==> src/bundle_duplicate_filter_table_defines.svh <==
// Assertion helpers used by the sequencer RTL of the duplicate filter table.
`ifndef BUNDLE_DUPLICATE_FILTER_TABLE_DEFINES_SVH
`define BUNDLE_DUPLICATE_FILTER_TABLE_DEFINES_SVH

// Same-cycle implication, checked outside reset.
`define BDFT_ASSERT_NOW(label, clk, rstn, ante, cons, msg) \
    label: assert property (@(posedge clk) disable iff (!(rstn)) (ante) |-> (cons)) \
        else $error(msg);

// Next-cycle implication, checked outside reset.
`define BDFT_ASSERT_NEXT(label, clk, rstn, ante, cons, msg) \
    label: assert property (@(posedge clk) disable iff (!(rstn)) (ante) |=> (cons)) \
        else $error(msg);

`endif

==> src/bdft_pkg.sv <==
`default_nettype none

package bdft_pkg;

    localparam int unsigned FIELD_W = 32;
    localparam int unsigned STEP_W  = 16;
    localparam int unsigned COUNT_W = 5;

    localparam logic [STEP_W-1:0]  AGE_STEP_RESET = 16'd5;
    localparam logic [COUNT_W-1:0] COUNT_MAX      = 5'd31;

    typedef enum logic [1:0] {
        ACT_CHECK  = 2'd0,
        ACT_INSERT = 2'd1,
        ACT_TICK   = 2'd2
    } action_t;

    typedef enum logic [2:0] {
        ST_ABSENT    = 3'd0,
        ST_DUPLICATE = 3'd1,
        ST_STORED    = 3'd2,
        ST_FULL      = 3'd3,
        ST_TICK      = 3'd4
    } status_t;

    typedef enum logic [1:0] {
        S_IDLE,
        S_SCAN,
        S_FINISH,
        S_DONE
    } state_t;

    // One table word; source sits in the low bits.
    typedef struct packed {
        logic [FIELD_W-1:0] lifetime;
        logic [FIELD_W-1:0] fragment;
        logic [FIELD_W-1:0] sequence_num;
        logic [FIELD_W-1:0] source;
    } entry_t;

    // One request as captured from the input beat.
    typedef struct packed {
        logic [1:0]         action;
        logic [FIELD_W-1:0] source;
        logic [FIELD_W-1:0] sequence_num;
        logic [FIELD_W-1:0] fragment;
        logic [FIELD_W-1:0] lifetime;
    } item_t;

    // Result handed from the sequencer to the output register.
    typedef struct packed {
        logic [2:0]         status;
        logic [COUNT_W-1:0] expired_count;
    } result_t;

endpackage

`default_nettype wire

==> src/bdft_ram.sv <==
`default_nettype none

// Simple dual-port RAM, one write and one registered read per cycle.
module bdft_ram #(
    parameter int unsigned WIDTH = 128,
    parameter int unsigned DEPTH = 16,
    localparam int unsigned AW = (DEPTH > 1) ? $clog2(DEPTH) : 1
) (
    input  wire logic             aclk,
    input  wire logic             we,
    input  wire logic [AW-1:0]    waddr,
    input  wire logic [WIDTH-1:0] wdata,
    input  wire logic             re,
    input  wire logic [AW-1:0]    raddr,
    output logic      [WIDTH-1:0] rdata
);

    logic [WIDTH-1:0] mem_reg [DEPTH];
    logic [WIDTH-1:0] rdata_reg;

    always_ff @(posedge aclk) begin
        if (we) begin
            mem_reg[waddr] <= wdata;
        end
        if (re) begin
            rdata_reg <= mem_reg[raddr];
        end
    end

    assign rdata = rdata_reg;

endmodule

`default_nettype wire

==> src/bdft_ctrl.sv <==
`default_nettype none

// Sequencer: sweeps the table one entry per cycle, read-modify-write.
module bdft_ctrl #(
    parameter int unsigned ENTRIES = 16,
    localparam int unsigned AW = (ENTRIES > 1) ? $clog2(ENTRIES) : 1,
    localparam int unsigned CW = $clog2(ENTRIES + 1)
) (
    input  wire logic                          aclk,
    input  wire logic                          aresetn,
    input  wire logic                          in_valid,
    output logic                               in_ready,
    input  wire bdft_pkg::item_t               in_item,
    input  wire logic [bdft_pkg::STEP_W-1:0]   age_step,
    output logic                               res_valid,
    input  wire logic                          res_ready,
    output bdft_pkg::result_t                  res
);

    bdft_pkg::state_t state_reg, state_next;
    bdft_pkg::item_t  item_reg;
    logic [CW-1:0]    scan_cnt_reg, scan_cnt_next;
    logic             pend_reg, pend_next;
    logic [AW-1:0]    pend_idx_reg, pend_idx_next;
    logic             hit_reg, hit_next;
    logic             free_found_reg, free_found_next;
    logic [AW-1:0]    free_idx_reg, free_idx_next;
    logic [bdft_pkg::COUNT_W-1:0] expired_reg, expired_next;
    logic [2:0]       status_reg, status_next;
    logic [ENTRIES-1:0] valid_reg, valid_next;

    logic                  rd_en;
    logic [AW-1:0]         rd_addr;
    logic                  wr_en;
    logic [AW-1:0]         wr_addr;
    bdft_pkg::entry_t      wr_data;
    bdft_pkg::entry_t      rd_data;
    logic [$bits(bdft_pkg::entry_t)-1:0] rd_word;
    logic                  in_fire;
    logic                  match;
    logic                  expire;
    logic [bdft_pkg::FIELD_W-1:0] step_ext;

    bdft_ram #(
        .WIDTH($bits(bdft_pkg::entry_t)),
        .DEPTH(ENTRIES)
    ) u_ram (
        .aclk (aclk),
        .we   (wr_en),
        .waddr(wr_addr),
        .wdata(wr_data),
        .re   (rd_en),
        .raddr(rd_addr),
        .rdata(rd_word)
    );

    assign rd_data  = bdft_pkg::entry_t'(rd_word);
    assign in_ready = (state_reg == bdft_pkg::S_IDLE);
    assign in_fire  = in_valid && in_ready;
    assign step_ext = {{(bdft_pkg::FIELD_W - bdft_pkg::STEP_W){1'b0}}, age_step};

    // Compare of the word returning from the RAM
    assign match = valid_reg[pend_idx_reg]
                && (rd_data.source == item_reg.source)
                && (rd_data.sequence_num == item_reg.sequence_num)
                && (rd_data.fragment == item_reg.fragment);
    assign expire = (rd_data.lifetime <= step_ext);

    // Request capture
    always_ff @(posedge aclk) begin
        if (in_fire) begin
            item_reg <= in_item;
        end
    end

    // Control state
    always_ff @(posedge aclk) begin
        if (!aresetn) begin
            state_reg      <= bdft_pkg::S_IDLE;
            scan_cnt_reg   <= '0;
            pend_reg       <= 1'b0;
            pend_idx_reg   <= '0;
            hit_reg        <= 1'b0;
            free_found_reg <= 1'b0;
            free_idx_reg   <= '0;
            expired_reg    <= '0;
            status_reg     <= bdft_pkg::ST_ABSENT;
            valid_reg      <= '0;
        end else begin
            state_reg      <= state_next;
            scan_cnt_reg   <= scan_cnt_next;
            pend_reg       <= pend_next;
            pend_idx_reg   <= pend_idx_next;
            hit_reg        <= hit_next;
            free_found_reg <= free_found_next;
            free_idx_reg   <= free_idx_next;
            expired_reg    <= expired_next;
            status_reg     <= status_next;
            valid_reg      <= valid_next;
        end
    end

    // Next state, RAM port control and result
    always_comb begin
        state_next      = state_reg;
        scan_cnt_next   = scan_cnt_reg;
        pend_next       = 1'b0;
        pend_idx_next   = pend_idx_reg;
        hit_next        = hit_reg;
        free_found_next = free_found_reg;
        free_idx_next   = free_idx_reg;
        expired_next    = expired_reg;
        status_next     = status_reg;
        valid_next      = valid_reg;
        rd_en           = 1'b0;
        rd_addr         = scan_cnt_reg[AW-1:0];
        wr_en           = 1'b0;
        wr_addr         = pend_idx_reg;
        wr_data         = rd_data;
        res_valid       = 1'b0;
        res.status        = status_reg;
        res.expired_count = expired_reg;

        case (state_reg)
            bdft_pkg::S_IDLE: begin
                if (in_fire) begin
                    scan_cnt_next   = '0;
                    hit_next        = 1'b0;
                    free_found_next = 1'b0;
                    expired_next    = '0;
                    state_next      = bdft_pkg::S_SCAN;
                end
            end
            bdft_pkg::S_SCAN: begin
                // issue the next read
                if (scan_cnt_reg < CW'(ENTRIES)) begin
                    rd_en         = 1'b1;
                    pend_next     = 1'b1;
                    pend_idx_next = scan_cnt_reg[AW-1:0];
                    scan_cnt_next = scan_cnt_reg + CW'(1);
                end else begin
                    state_next = bdft_pkg::S_FINISH;
                end
                // handle the word read last cycle; write-back goes to a
                // different entry than the read issued in the same cycle
                if (pend_reg) begin
                    if (match) begin
                        hit_next = 1'b1;
                    end
                    if (!valid_reg[pend_idx_reg] && !free_found_reg) begin
                        free_found_next = 1'b1;
                        free_idx_next   = pend_idx_reg;
                    end
                    if ((item_reg.action == bdft_pkg::ACT_TICK) &&
                        valid_reg[pend_idx_reg]) begin
                        if (expire) begin
                            valid_next[pend_idx_reg] = 1'b0;
                            if (expired_reg != bdft_pkg::COUNT_MAX) begin
                                expired_next = expired_reg + bdft_pkg::COUNT_W'(1);
                            end
                        end else begin
                            wr_en            = 1'b1;
                            wr_data.lifetime = rd_data.lifetime - step_ext;
                        end
                    end
                end
            end
            bdft_pkg::S_FINISH: begin
                wr_addr               = free_idx_reg;
                wr_data.source        = item_reg.source;
                wr_data.sequence_num  = item_reg.sequence_num;
                wr_data.fragment      = item_reg.fragment;
                wr_data.lifetime      = item_reg.lifetime;
                state_next            = bdft_pkg::S_DONE;
                case (item_reg.action)
                    bdft_pkg::ACT_CHECK: begin
                        status_next = hit_reg ? bdft_pkg::ST_DUPLICATE
                                              : bdft_pkg::ST_ABSENT;
                    end
                    bdft_pkg::ACT_INSERT: begin
                        if (hit_reg) begin
                            status_next = bdft_pkg::ST_DUPLICATE;
                        end else if (free_found_reg) begin
                            wr_en                    = 1'b1;
                            valid_next[free_idx_reg] = 1'b1;
                            status_next              = bdft_pkg::ST_STORED;
                        end else begin
                            status_next = bdft_pkg::ST_FULL;
                        end
                    end
                    bdft_pkg::ACT_TICK: begin
                        status_next = bdft_pkg::ST_TICK;
                    end
                    default: begin
                        status_next = bdft_pkg::ST_ABSENT;
                    end
                endcase
            end
            bdft_pkg::S_DONE: begin
                res_valid = 1'b1;
                if (res_ready) begin
                    state_next = bdft_pkg::S_IDLE;
                end
            end
            default: begin
                state_next = bdft_pkg::S_IDLE;
            end
        endcase
    end

    `include "bundle_duplicate_filter_table_defines.svh"

    `BDFT_ASSERT_NOW(a_no_rw_collision, aclk, aresetn, wr_en && rd_en, wr_addr != rd_addr, "read and write hit the same entry")
    `BDFT_ASSERT_NOW(a_scan_bound, aclk, aresetn, 1'b1, scan_cnt_reg <= CW'(ENTRIES), "scan counter past table end")
    `BDFT_ASSERT_NOW(a_count_only_tick, aclk, aresetn, res_valid && (item_reg.action != bdft_pkg::ACT_TICK), res.expired_count == '0, "expired count on a non-tick")
    `BDFT_ASSERT_NEXT(a_accept_scans, aclk, aresetn, in_fire, (state_reg == bdft_pkg::S_SCAN) && (scan_cnt_reg == '0), "accepted beat did not start a sweep")
    `BDFT_ASSERT_NOW(a_insert_grows, aclk, aresetn, (state_reg == bdft_pkg::S_FINISH) && wr_en, !valid_reg[free_idx_reg], "insert into an occupied slot")

endmodule

`default_nettype wire

==> src/bundle_duplicate_filter_table.sv <==
// Channel  | Dir | Beat contents (low bit first)
// ---------+-----+----------------------------------------------------------
// s_       | in  | tuser: action; tdata: source, sequence, fragment, lifetime
// m_       | out | tuser: status; tdata: expired_count, zero pad
// cfg_     | in  | data: age_step
//
// Each beat runs through the idle accept, one read per table entry through the
// single RAM read port, a drain step, a finish step and the result hand-over.
// Reset (aresetn low, synchronous) clears the valid bits and control state; RAM
// contents are not cleared. A result waits in the output register while the next
// beat is accepted; m_tready low only stalls a sweep once its own result is ready
// to leave.
`default_nettype none

module bundle_duplicate_filter_table #(
    parameter int unsigned ENTRIES = 16
) (
    input  wire logic         aclk,
    input  wire logic         aresetn,
    input  wire logic         s_tvalid,
    output logic              s_tready,
    input  wire logic [127:0] s_tdata,  // source, sequence_number, fragment_offset, lifetime_in
    input  wire logic [1:0]   s_tuser,  // action
    output logic              m_tvalid,
    input  wire logic         m_tready,
    output logic [7:0]        m_tdata,  // expired_count, zeros
    output logic [2:0]        m_tuser,  // status
    input  wire logic         cfg_valid,
    output logic              cfg_ready,
    input  wire logic [15:0]  cfg_data  // age_step
);

    logic [bdft_pkg::STEP_W-1:0] age_step_reg;
    bdft_pkg::item_t   item;
    bdft_pkg::result_t res;
    bdft_pkg::result_t out_reg;
    logic              res_valid;
    logic              res_ready;
    logic              out_valid_reg;

    // Input beat unpack
    assign item.action       = s_tuser;
    assign item.source       = s_tdata[31:0];
    assign item.sequence_num = s_tdata[63:32];
    assign item.fragment     = s_tdata[95:64];
    assign item.lifetime     = s_tdata[127:96];

    // Age step register
    assign cfg_ready = 1'b1;
    always_ff @(posedge aclk) begin
        if (!aresetn) begin
            age_step_reg <= bdft_pkg::AGE_STEP_RESET;
        end else if (cfg_valid && cfg_ready) begin
            age_step_reg <= cfg_data;
        end
    end

    bdft_ctrl #(
        .ENTRIES(ENTRIES)
    ) u_ctrl (
        .aclk     (aclk),
        .aresetn  (aresetn),
        .in_valid (s_tvalid),
        .in_ready (s_tready),
        .in_item  (item),
        .age_step (age_step_reg),
        .res_valid(res_valid),
        .res_ready(res_ready),
        .res      (res)
    );

    // Output register
    assign res_ready = !out_valid_reg || m_tready;

    always_ff @(posedge aclk) begin
        if (!aresetn) begin
            out_valid_reg <= 1'b0;
        end else if (res_ready) begin
            out_valid_reg <= res_valid;
        end
    end

    always_ff @(posedge aclk) begin
        if (res_ready && res_valid) begin
            out_reg <= res;
        end
    end

    assign m_tvalid = out_valid_reg;
    assign m_tuser  = out_reg.status;
    assign m_tdata  = {{(8 - bdft_pkg::COUNT_W){1'b0}}, out_reg.expired_count};

endmodule

`default_nettype wire

==> config.mk <==
export PLATFORM = sky130hd
export DESIGN_NAME = bundle_duplicate_filter_table
export DESIGN_NICKNAME = d
export VERILOG_FILES = /design/src/bdft_pkg.sv /design/src/bdft_ram.sv /design/src/bdft_ctrl.sv /design/src/bundle_duplicate_filter_table.sv
export VERILOG_INCLUDE_DIRS = /design/src /design/src/src
export SDC_FILE = /design/constraint.sdc
export NUM_CORES = 2
export LEC_CHECK = 0
export BUFFER_PORTS_ARGS = -buffer_cell sky130_fd_sc_hd__buf_2
export CELL_PAD_IN_SITES_DETAIL_PLACEMENT = 0
export CELL_PAD_IN_SITES_GLOBAL_PLACEMENT = 1
export CORE_MARGIN = 4
export CORE_UTILIZATION = 40
export DETAILED_ROUTE_END_ITERATION = 8
export PLACE_DENSITY_LB_ADDON = 0.1
export REMOVE_ABC_BUFFERS = 1
export SKIP_LAST_GASP = 1
export SYNTH_ARGS = -nofsm -noshare
export SYNTH_HDL_FRONTEND = slang
export SYNTH_SLANG_ARGS = --single-unit
==> constraint.sdc <==
create_clock -name aclk -period 21.2 [get_ports aclk]
set_input_delay 1.06 -clock aclk [delete_from_list [all_inputs] [get_ports aclk]]
set_output_delay 1.06 -clock aclk [all_outputs]
set_load 0.03 [all_outputs]
Yosys cells after proc, flatten, opt, wreduce, memory -nomap -nowiden --
Memory sizes are Yosys's and may differ from the RTL's. A register that Yosys moved wholly into a read port is not among the register bits. Cells that the tools add are included.
Word-level totals: register bits after elaboration 197, latch bits 0, memory bits (writable) 2048, ROM bits 0, bits of input ports 151, output and inout port bits 14, logic and storage cells 133, memories 1
Memories:
- u_ctrl.u_ram.mem_reg | words 16, bits a word 128, rd ports 1, clocked after memory_dff 1, write ports 1, line bdft_ram.sv:18 | logic [WIDTH-1:0] mem_reg [DEPTH];
Operators by class: add/subtract/negate cells 3, multipliers 0, divide/modulo/power cells 0, order comparisons 6, eq/ne operators 22, shifts and indexed selects 0, muxes and demuxes 54, bitwise gates (word level) 3, reductions and logical operators 25
Operators with widths (count):
- 32-bit equality test | 3
- 16-bit 2-to-1 mux | 6
- 32-bit 2-to-1 mux | 3
- 96-bit 2-to-1 mux | 1
- 32-bit case mux with 2 select lines | 1
- 32-bit by 16-bit less-or-equal comparator with 1-bit output | 1
- 16-bit case mux with 2 select lines | 1
- 32-bit by 16-bit subtractor with 32-bit output | 1
- 5-bit 2-to-1 mux | 6
- 1-bit 2-to-1 mux | 21
- 5-bit case mux with 2 select lines | 2
- 16-bit AND | 1
- 2-bit by 1-bit inequality test with 1-bit output (second input constant) | 8
- 16-bit inverter | 1
- 16-bit OR | 1
- 5-bit by 1-bit adder with 5-bit output (second input constant) | 2
- 4-bit by 5-bit < comparator with 1-bit output (second input constant) | 2
- 2-bit inequality test (second input constant) | 5
- 1-bit logical AND | 9
- 3-bit case mux with 3 select lines | 1
- 3-bit AND reduction | 3
- 1-bit demux with 4-bit select | 2
- 4-bit by 1-bit >= comparator with 1-bit output (second input constant) | 2
- 2-bit 2-to-1 mux | 4
- other kinds (16) | 26

Logic depth before layout (Yosys ltp) --
depth in word-level cells 10, gate-level depth with buffers 12, gate-level depth less buffers 11

Modules after synthesis --
A second synthesis with hierarchy kept.
Second synthesis, totals: cell total of the unflattened synthesis 4415, area, all modules 91979.5 um^2
By module, submodules not included:
- bdft_ram | instances 1, cells each 3365, area each 80612.3 um^2, seq. area each 65342.7 um^2
- bdft_ctrl | instances 1, cells each 980, area each 10435.0 um^2, seq. area each 4744.6 um^2
- bundle_duplicate_filter_table | instances 1, cells each 70, area each 932.1 um^2, seq. area each 580.6 um^2

Least setup slack after synthesis --
No wires, ideal clock.
kind flip-flop to flip-flop, start register u_ctrl.u_ram.rdata_reg[109], in the netlist u_ctrl.u_ram.rdata[109] (read register of u_ctrl.u_ram.mem_reg), end memory u_ctrl.u_ram.mem_reg[6][0] (enable), arrival 14.339 ns, data required time 20.271 ns, path slack 5.932 ns, stages on the path, launching flop included 10, buffers on the path 2, cells stage by stage edfxtp_1 -> ha_1 -> clkbuf_1 -> nand2_1 -> nor4_1 -> o21ai_0 -> a311oi_2 -> a21oi_2 -> buf_4 -> nor4_1
Between the ends: cells in the longest elaborated chain, start to end 7
Ends and longest elaborated chain:
- from (decl) | line bdft_ram.sv:19 | logic [WIDTH-1:0] rdata_reg;
- 32-bit by 16-bit less-or-equal comparator with 1-bit output | line bdft_ctrl.sv:67 | assign expire = (rd_data.lifetime <= step_ext);
- 1-bit 2-to-1 mux | line bdft_ctrl.sv:156 | if (expire) begin
- 1-bit 2-to-1 mux | line bdft_ctrl.sv:154 | if ((item_reg.action == bdft_pkg::ACT_TICK) &&
- 1-bit 2-to-1 mux | line bdft_ctrl.sv:146 | if (pend_reg) begin
- 1-bit case mux with 2 select lines | line bdft_ctrl.sv:124 | case (state_reg)
- 1-bit 2-to-1 mux | line bdft_ram.sv:22 | if (we) begin
- 1-bit 2-to-1 mux (not written as such) | line bdft_ram.sv:23 | mem_reg[waddr] <= wdata;
- to (decl) | line bdft_ram.sv:18
Every way passes these cells.

Final worst setup path --
start register u_ctrl.u_ram.rdata_reg[103], in the netlist u_ctrl.u_ram.rdata[103] (read register of u_ctrl.u_ram.mem_reg), end memory u_ctrl.u_ram.mem_reg[8][39] (enable)
Same word-level chain as after synthesis.

==> impl_metrics.env <==
export IMPL_status="completed"
export IMPL_holdCritStartpoint="s_tdata[59]"
export IMPL_synth_ff_type="edfxtp_1"
export IMPL_fillCellCount=19020
export IMPL_cts_hold_buffers_added=0
export IMPL_num_rows=175
export IMPL_ys_seq_area_frac=0.7702
export IMPL_post_route_period_util=0.2758
export IMPL_h_tree_depth=5
export IMPL_async_reset_ff_frac=0
export IMPL_holdWs_ns=0.3093
export IMPL_grt_max_degree=104
export IMPL_hold_depth=1
export IMPL_cts_tree="yes"
export IMPL_drv_slew=0
export IMPL_max_freq_mhz=171.0
export IMPL_clkSlewWorstSetupHoldPaths_ns=0.06
export IMPL_tns_ns=0
export IMPL_vias=42850
export IMPL_place_congestion=0.7821
export IMPL_wl_mm=239.1
export IMPL_avgSynthCellArea_sq_um=22.64
export IMPL_place_area_sq_um=96710
export IMPL_slew_headroom=0.1290
export IMPL_overflow=0
export IMPL_leakage_nw=31.96
export IMPL_synth_seq_cells=2373
export IMPL_crit_chain="ha_1, nand4_1, a21oi_1, o21ai_0, a311oi_2, a21oi_2, buf_4, nor2_4, buf_4, buf_4, buf_4"
export IMPL_wire_per_inst_um=31.44
export IMPL_worstSkewPairLatency_ns=0.93
export IMPL_yosys_warnings=0
export IMPL_cts_made_buffers=276
export IMPL_cp_data_arrival_time_ns=6.34
export IMPL_ctsResizeCount=0
export IMPL_rsz0062_at_grt="no"
export IMPL_fin_util=0.4610
export IMPL_synth_cell_types=73
export IMPL_largest_register_ffs=2048
export IMPL_post_cts_buffers=0
export IMPL_die_w_um=486.9
export IMPL_maxCapViolations=0
export IMPL_grt_pass1_vias=44760
export IMPL_worst_path_stages=11
export IMPL_critPathBufInv=4
export IMPL_cts_sinks=2373
export IMPL_die_area_sq_um=237100
export IMPL_critPathKind="reg -> reg"
export IMPL_grt_pass1_wl_mm=341.9
export IMPL_first_pass_iters=5
export IMPL_setup_viol=0
export IMPL_cp_data_required_time_ns=21.69
export IMPL_drive_gt1_frac=0.3050
export IMPL_skew_ns=0.05781
export IMPL_crit_fanout=49
export IMPL_syn_area_sq_um=91760
export IMPL_ant_nets=0
export IMPL_hpwl_mm=127.7
export IMPL_via_per_inst=5.634
export IMPL_drtIter0Drc=3911
export IMPL_crit_path_max_incr_delay_ns=0.89
export IMPL_reg2reg_depth=11
export IMPL_track_usage=0.2018
export IMPL_crit_start="u_ctrl.u_ram.rdata[103]$_DFFE_PP_"
export IMPL_worst_slew_pin_slew_ns=1.298
export IMPL_synth_enable_flop_cells=2314
export IMPL_period_needed_ns=5.848
export IMPL_start_util=0.4029
export IMPL_crit_path_end_kind="flip-flop"
export IMPL_pin_count=165
export IMPL_finalPower_mw=12.43
export IMPL_final_cell_area_sq_um=105000
export IMPL_die_height_um=486.9
export IMPL_power_density_nw_per_um2=118.4
export IMPL_vdd_drop_max_v=0.00008932
export IMPL_drcViolationCount=0
export IMPL_r2r_start="u_ctrl.u_ram.rdata[103]$_DFFE_PP_"
export IMPL_cp_start_kind="flip-flop"
export IMPL_cp_top_family="buffers and inverters"
export IMPL_postSynthCellCount=4053
export IMPL_slowest_stage="buf_4"
export IMPL_hp_class="in -> reg"
export IMPL_area_growth_pct=14.42
export IMPL_hold_viol=0
export IMPL_antenna_found_initial=5
export IMPL_core_area_sq_um=227700
export IMPL_cp_common_cell="buf_4"
export IMPL_ctsRootBufferMaster="clkbuf_16"
export IMPL_cts_buffer_depth=4
export IMPL_port_buffer_count=160
export IMPL_finalNetCount=4579
-- synthesized netlist by cell type (11+ instances only) --
cell / n / area (sq um)
ha_1: 23 / 287.8
buf_1: 37 / 138.9
nand2b_1: 23 / 143.9
inv_1: 51 / 191.4
o211ai_1: 16 / 120.1
dfxtp_1: 59 / 1181
nor3_1: 11 / 55.05
nor2b_1: 37 / 231.5
nor2_1: 79 / 296.5
nand4_1: 25 / 156.4
o21ai_1: 14 / 70.07
nor4_1: 23 / 143.9
clkbuf_1: 156 / 585.6
nand3_1: 22 / 110.1
a22oi_1: 16 / 120.1
mux2_2: 86 / 968.4
nand2_1: 70 / 262.8
mux2i_1: 34 / 340.3
mux4_2: 643 / 14480
o21ai_0: 44 / 220.2
edfxtp_1: 2314 / 69490
xor2_1: 17 / 148.9
xnor2_1: 58 / 508.0
a21oi_1: 42 / 210.2
-- final timing paths --
| kind | slack [ns] | end |
|---|---|---|
| setup / recovery | 15.35 | u_ctrl.u_ram.mem_reg[8][39]$_DFFE_PP_ |
| setup reg to reg | 15.35 | u_ctrl.u_ram.mem_reg[8][39]$_DFFE_PP_ |
| hold reg to reg | 0.45 | m_tuser[0]$_DFFE_PP_ |
| hold / removal | 0.31 | u_ctrl.item_reg[91]$_DFFE_PP_ |
-- routing by layer --
layer | track usage | part of all wire
met1 | 0.2938 | 0.45
met2 | 0.3259 | 0.49
met3 | 0.03068 | 0.046
met4 | 0.04128 | 0.015
met5 | 0 | 0
-- placed cells by master (no fill, tap or decap), drive strengths merged, types with 9 or more instances in the layout --
cell type / Yosys / routed
edfxtp: 2314 / 2314
mux4: 643 / 643
clkbuf: 156 / 342
buf: 45 / 272
clkinv: 0 / 110
mux2: 86 / 86
nor2: 79 / 79
nand2: 70 / 70
dfxtp: 59 / 59
o21ai: 59 / 59
xnor2: 58 / 58
inv: 51 / 54
a21oi: 43 / 43
nor2b: 37 / 37
mux2i: 34 / 34
nor4: 27 / 27
nand4: 26 / 26
nand2b: 23 / 23
ha: 23 / 23
nand3: 22 / 22
xor2: 17 / 17
o211ai: 16 / 16
a22oi: 16 / 16
bufinv: 0 / 14
nor3: 12 / 12
and3: 10 / 10
a31oi: 10 / 10
a2111o: 10 / 10
a221o: 9 / 9
o221ai: 9 / 9
-- power by group --
part	internal (mW)	leakage (nW)	switching (mW)
clock	2.60	4.08	1.81
sequential	5.96	21.4	0.143
combinational	0.608	6.47	1.30
-- through the flow --
stage	std cells	setup slack, ns
6_report	7606	15.35
2_1_floorplan	3854	-1.243
5_1_grt	7605	15.01
4_1_cts	7605	15.26
3_5_place_dp	7135	15.34
3_3_place_gp	7135	15.39
-- area by class of cell --
cell class | instances | area [sq um] | area share
Antenna cell | 1 | 2.502 | 0.00002384
Sequential cell | 2373 | 70680 | 0.6733
Clock buffer | 342 | 7313 | 0.06966
Timing Repair Buffer | 272 | 1779 | 0.01695
Tap cell | 3009 | 3765 | 0.03586
Inverter | 51 | 198.9 | 0.001895
Multi-Input combinational cell | 1430 | 20280 | 0.1932
Clock inverter | 128 | 962.2 | 0.009165
-- cell families after synthesis --
kind of cell / Yosys count / synth area share
buf+inv: 252 / 0.01069
other cells: 2 / 0.00008185
fa+ha+maj: 24 / 0.003355
compound gates: 225 / 0.01691
simple gates: 339 / 0.01954
flops: 2373 / 0.7702
mux: 763 / 0.1721
xor+xnor: 75 / 0.007159
Note: power is estimated with default switching activity, not from simulation.
